<file path="src/bsm_pkg.sv">
// Package for the bounded stack with minimum query.
// Holds sizes, command and status codes, and the request, response and cell types.
// No dependencies; every other file in src uses it by scoped names.
package bsm_pkg;

  // Number of cells in the stack chain
  localparam int unsigned DEPTH = 256;
  // Width that can hold any fill level from 0 to DEPTH
  localparam int unsigned CNT_W = $clog2(DEPTH + 1);
  // Width of the capacity register, as the register map fixes it
  localparam int unsigned CAP_W = 9;
  // Width used when the capacity is compared with the fill level
  localparam int unsigned CMP_W = (CAP_W > CNT_W) ? CAP_W : CNT_W;
  localparam int unsigned WORD_W = 32;

  localparam logic [CAP_W-1:0] CAP_RESET = CAP_W'(256);

  // Command codes. Codes 5 to 7 are unused.
  typedef enum logic [2:0] {
    CMD_PUSH       = 3'd0,
    CMD_PUSH_BELOW = 3'd1,
    CMD_PUSH_ABOVE = 3'd2,
    CMD_POP        = 3'd3,
    CMD_MIN        = 3'd4
  } cmd_e_t;

  // Status codes
  typedef enum logic [1:0] {
    ST_OK    = 2'd0,
    ST_FULL  = 2'd1,
    ST_ORDER = 2'd2,
    ST_EMPTY = 2'd3
  } status_t;

  typedef struct packed {
    logic [2:0]               command;
    logic signed [WORD_W-1:0] value;
  } req_t;

  typedef struct packed {
    logic signed [WORD_W-1:0] result_value;
    status_t                  status;
    logic [CNT_W-1:0]         fill_level;
  } rsp_t;

  // One stack entry: the word and the minimum of it and all entries beneath it
  typedef struct packed {
    logic signed [WORD_W-1:0] data;
    logic signed [WORD_W-1:0] minv;
  } entry_t;

  // Shift control broadcast along the chain
  typedef struct packed {
    logic push;
    logic pop;
  } shift_ctl_t;

endpackage

</file>
<file path="src/bsm_cell.sv">
// One cell of the stack chain: holds one entry and its running minimum.
// Takes from the cell above on a push and from the cell below on a pop.
// Depends on bsm_pkg.
module bsm_cell (
  input  logic                clk,
  input  bsm_pkg::shift_ctl_t ctl,
  input  bsm_pkg::entry_t     upper,
  input  bsm_pkg::entry_t     lower,
  output bsm_pkg::entry_t     q
);

  bsm_pkg::entry_t entry;
  bsm_pkg::entry_t entry_next;

  // Shift towards the bottom on push, towards the top on pop, else hold
  always_comb begin
    entry_next = entry;
    if (ctl.push) begin
      entry_next = upper;
    end else if (ctl.pop) begin
      entry_next = lower;
    end
  end

  // Payload only, no reset
  always_ff @(posedge clk) begin
    entry <= entry_next;
  end

  assign q = entry;

endmodule

</file>
<file path="config.mk">
export PLATFORM = sky130hd
export DESIGN_NAME = bsm_cell
export DESIGN_NICKNAME = d
export VERILOG_FILES = /design/src/bsm_pkg.sv /design/src/bsm_cell.sv
export SDC_FILE = /design/constraint.sdc
export NUM_CORES = 1
export LEC_CHECK = 0
export ABC_AREA = 1
export BUFFER_PORTS_ARGS = -buffer_cell sky130_fd_sc_hd__clkbuf_2
export CAP_MARGIN = 20
export CORE_UTILIZATION = 44
export DETAILED_ROUTE_END_ITERATION = 6
export PLACE_DENSITY = 0.88
export REMOVE_ABC_BUFFERS = 1
export SLEW_MARGIN = 20
export SYNTH_ARGS = -nofsm -noshare
export SYNTH_HDL_FRONTEND = slang
export SYNTH_SLANG_ARGS = --single-unit
</file>
<file path="constraint.sdc">
create_clock -name clk -period 2.7 [get_ports clk]
set_clock_uncertainty 0.1 [all_clocks]
set_input_delay 0.405 -clock clk [delete_from_list [all_inputs] [get_ports clk]]
set_output_delay 0.405 -clock clk [all_outputs]
set_load 0.02 [all_outputs]
</file>
# [Word-level counts from Yosys, hierarchy flattened]
# Cells that the tools add are included.
[totals] ram_bits=0 memories=0 regBits=64 romBits=0 input_bits=131 latch_bits=0 output_inout_bits=64 elab_cells=5
[op_classes] n_bitwise=0 reduce_logical=1 n_div=0 n_mux=2 magnitude_cmp=0 shift=0 addsub=0 mul=0 eq_ne=0
[op_table] operator="$mux 64" n=2
[op_table] operator="$reduce_bool 2->1" n=1

# [Logic depth before layout (Yosys ltp)]
[depth] depth_word=2 ltp_mapped=4 mapped_depth_nobuf=3

# [Worst setup path before layout]
# Ideal clock, no wire load.
[synth_timing] path_type="in2reg" startpoint="input port ctl[1] in the netlist's numbering" endpoint="register entry (netlist bit q[0]), enable pin" stages=2 arrival_time_ns=1.372 slack_ns=0.834 path_buffers=1 setup_time_ns=0.394 required_ns=2.206 cell_sequence="buf_6 > or2_2"
[synth_via] elab_chain_len=1
[synth_rtl] element="start: declaration" line_no="bsm_cell.sv:6" text="input bsm_pkg::shift_ctl_t ctl,"
[synth_rtl] element="$reduce_bool 2->1 (no line)"
[synth_rtl] element="end signal: assignment" line_no="bsm_cell.sv:27" text="entry <= entry_next;"
[synth_rtl] element="end: declaration" line_no="bsm_cell.sv:12" text="bsm_pkg::entry_t entry;"
# No other way between the ends.
# A chain may end at the register's enable or synchronous reset.

==> results.md <==
* CP arrival at 1.79 ns
* P per Cell Area at 603.9 nW/um^2
* DP Cell Count at 530
* Vias/cell at 4.535
* Max reg flops at 64
* Worst hold slack at 0.2415 ns
* Comb power frac at 19.7%
* Core area at 5991 sq um
* IO Port Bufs at 194
* Sw power at 0.0006346 W
* Req. time, crit path at 2.79 ns
* Place WS at 0.6728 ns
* Final hold vios at 0
* Hold worst-path end: q[51]
* Max Slew Vio Count at 0
* Row count at 28
* Die footprint at 6582 sq um
* Number of remaining DRC errors at 0
* Peak VDD IR at 0.3483 mV
* Register area share after synthesis at 69.75%
* ANT nets after route at 0
* Minimum clock period at 1.705 ns
* Mapped Area at 2755 sq um
* Sink Count at 64
* Iter 0 DRT Violations at 54
* Avg Synthesized Cell Area at 10.17 sq um
* Fin cells at 544
* CTS tree: done
* Drt wl/cell at 11.83 um
* Crit path cell chain: clkbuf_2 -> buf_4 -> inv_2 -> nand2_1 -> nand2_1
* MaxCap Viol Count at 0
* Die X at 81.13 um
* P_leak at 2.125 nW
* Starting Density at 45.99%
* CP endpoint kind: register
* CTS buffer count at 9
* Worst hold path startpoint: lower[51]
* Slowest cell on the critical path: inv_2
* PostCTS Resize Cnt at 0
* Worst-path clk slew at 0.06 ns
* DP HPWL at 4797 um
* Hold-fix buffers, CTS at 0
* Power share of the sequential group at 53.2%
* Worst Slack Setup Final at 0.9953 ns
* Min-Delay Path Class: in2reg
* Part of the power in the clock network at 27.0%
* # setup viols final at 0
* Fin nets at 597
* Rel. slew slack at 33.06%
* DRT Pass-1 Iters at 4
* Antenna violations before repair at 0
* Slew @ Worst Pin at 1.003 ns
* Crit Path Class: in2reg
* Die height at 81.13 um
* Global route total overflow at 0
* Netlist cell types at 6
* Ports at 195
* Ant. Diodes at 0
* First-pass GRT wire length at 9653 um
* Vias in the first global route at 2334
* Post-CTS Setup Inserts at 0
* Sw Share at 27.06%
* YS warnings at 0
* RSZ-0062 raised after global routing: false
* GPL Wtd Cong at 0.7329
* GRT Total Usage at 19.90%
* CTS Root Cell: clkbuf_8
* Critical Path Start Type: input port
* Fmax at 586.6 MHz
* H-Tree Level Count at 3
* Final WL at 6438 um
* Cell count after synthesis at 271
* Tcrit/Tclk final at 63.14%
* CP most frequent cell: nand2_1
* Largest net degree at the start of global routing at 65
* Vias at 2467
* Worst-path fanout max at 64
* CTS max path bufs at 2
* Worst hold stages at 3
* Register bit total from synthesis at 64
* Area growth from synthesis to layout at 40.96%
* Pint at 0.001711 W
* TNS Setup at 0 ns
* Layout cells sized above 1 at 44.56%
* Largest stage delay on the critical path at 0.77 ns
* Outcome: complete, no violations
## cell usage after synthesis, drive strengths merged
master,number,area (sq um)
inv,1,3.750
nand2,192,720.7
buf,13,102.6
edfxtp,64,1922
or2,1,6.260
## layout make-up
class                      instances  area, sq um
clock buffer                      12        135.1
clock inverter                     2        8.758
fill                             492         2107
inverter                           1        3.754
multi-input combinational        193        726.9
sequential                        64         1922
tap                               75        93.84
timing repair buffer             197        993.5
## cells by family (layout without fill, tap and decap cells)
kind of cell | Yosys count | count (layout) | share of synthesized area [%]
AND/OR/NAND/NOR | 193 | 193 | 26.39
flip-flops | 64 | 64 | 69.75
buffers and inverters | 14 | 212 | 3.860
## power groups by stage
stage	clock network, W	logic [W]	registers [W]
floorplan	0	0.0000876	0.00142
finish	0.000634	0.000463	0.00125
global placement	0	0.000457	0.00127
detailed placement	0	0.000467	0.00127
CTS	0.000653	0.000468	0.00125
global route	0.000691	0.000507	0.00126
## through the flow
step           cell area [sq um]  utilization, %  total power, W
6_report                    3884           64.83        0.002345
5_1_grt                     3884           64.83        0.002458
4_1_cts                     3884           64.83        0.002371
3_5_place_dp                3740           62.43        0.001738
3_3_place_gp                3740           62.43        0.001723
2_1_floorplan               2653               -        0.001504
## worst max-delay path by stage
stage | from | endpoint
global placement | ctl[1] | q[8]
global route | ctl[1] | q[18]
detailed placement | ctl[1] | q[7]
floorplan | ctl[0] | q[0]
finish | ctl[1] | q[21]
CTS | ctl[1] | q[21]
## cell usage in the layout, fill, tap and decap left out
cell type	instances
edfxtp_1	64
clkbuf_2	194
buf_4	3
clkinv_1	1
or2_2	1
clkinv_2	1
clkbuf_1	3
nand2_1	192
clkbuf_8	9
inv_2	1
## critical path: cells and delay by family
kind / cells / cell delay, ns
buffers and inverters: 3 / 1.11
AND/OR/NAND/NOR: 2 / 0.25
## metal layers
metal | track usage [%] | share of wire (%) | vias up
met5 | 0 | 0 | -
met4 | 10.54 | 2.4 | 0
met3 | 5.393 | 7.4 | 15
met2 | 37.23 | 53 | 111
met1 | 19.85 | 38 | 1087
li1 | - | - | 1254
Power figures use the tool's default switching activity.
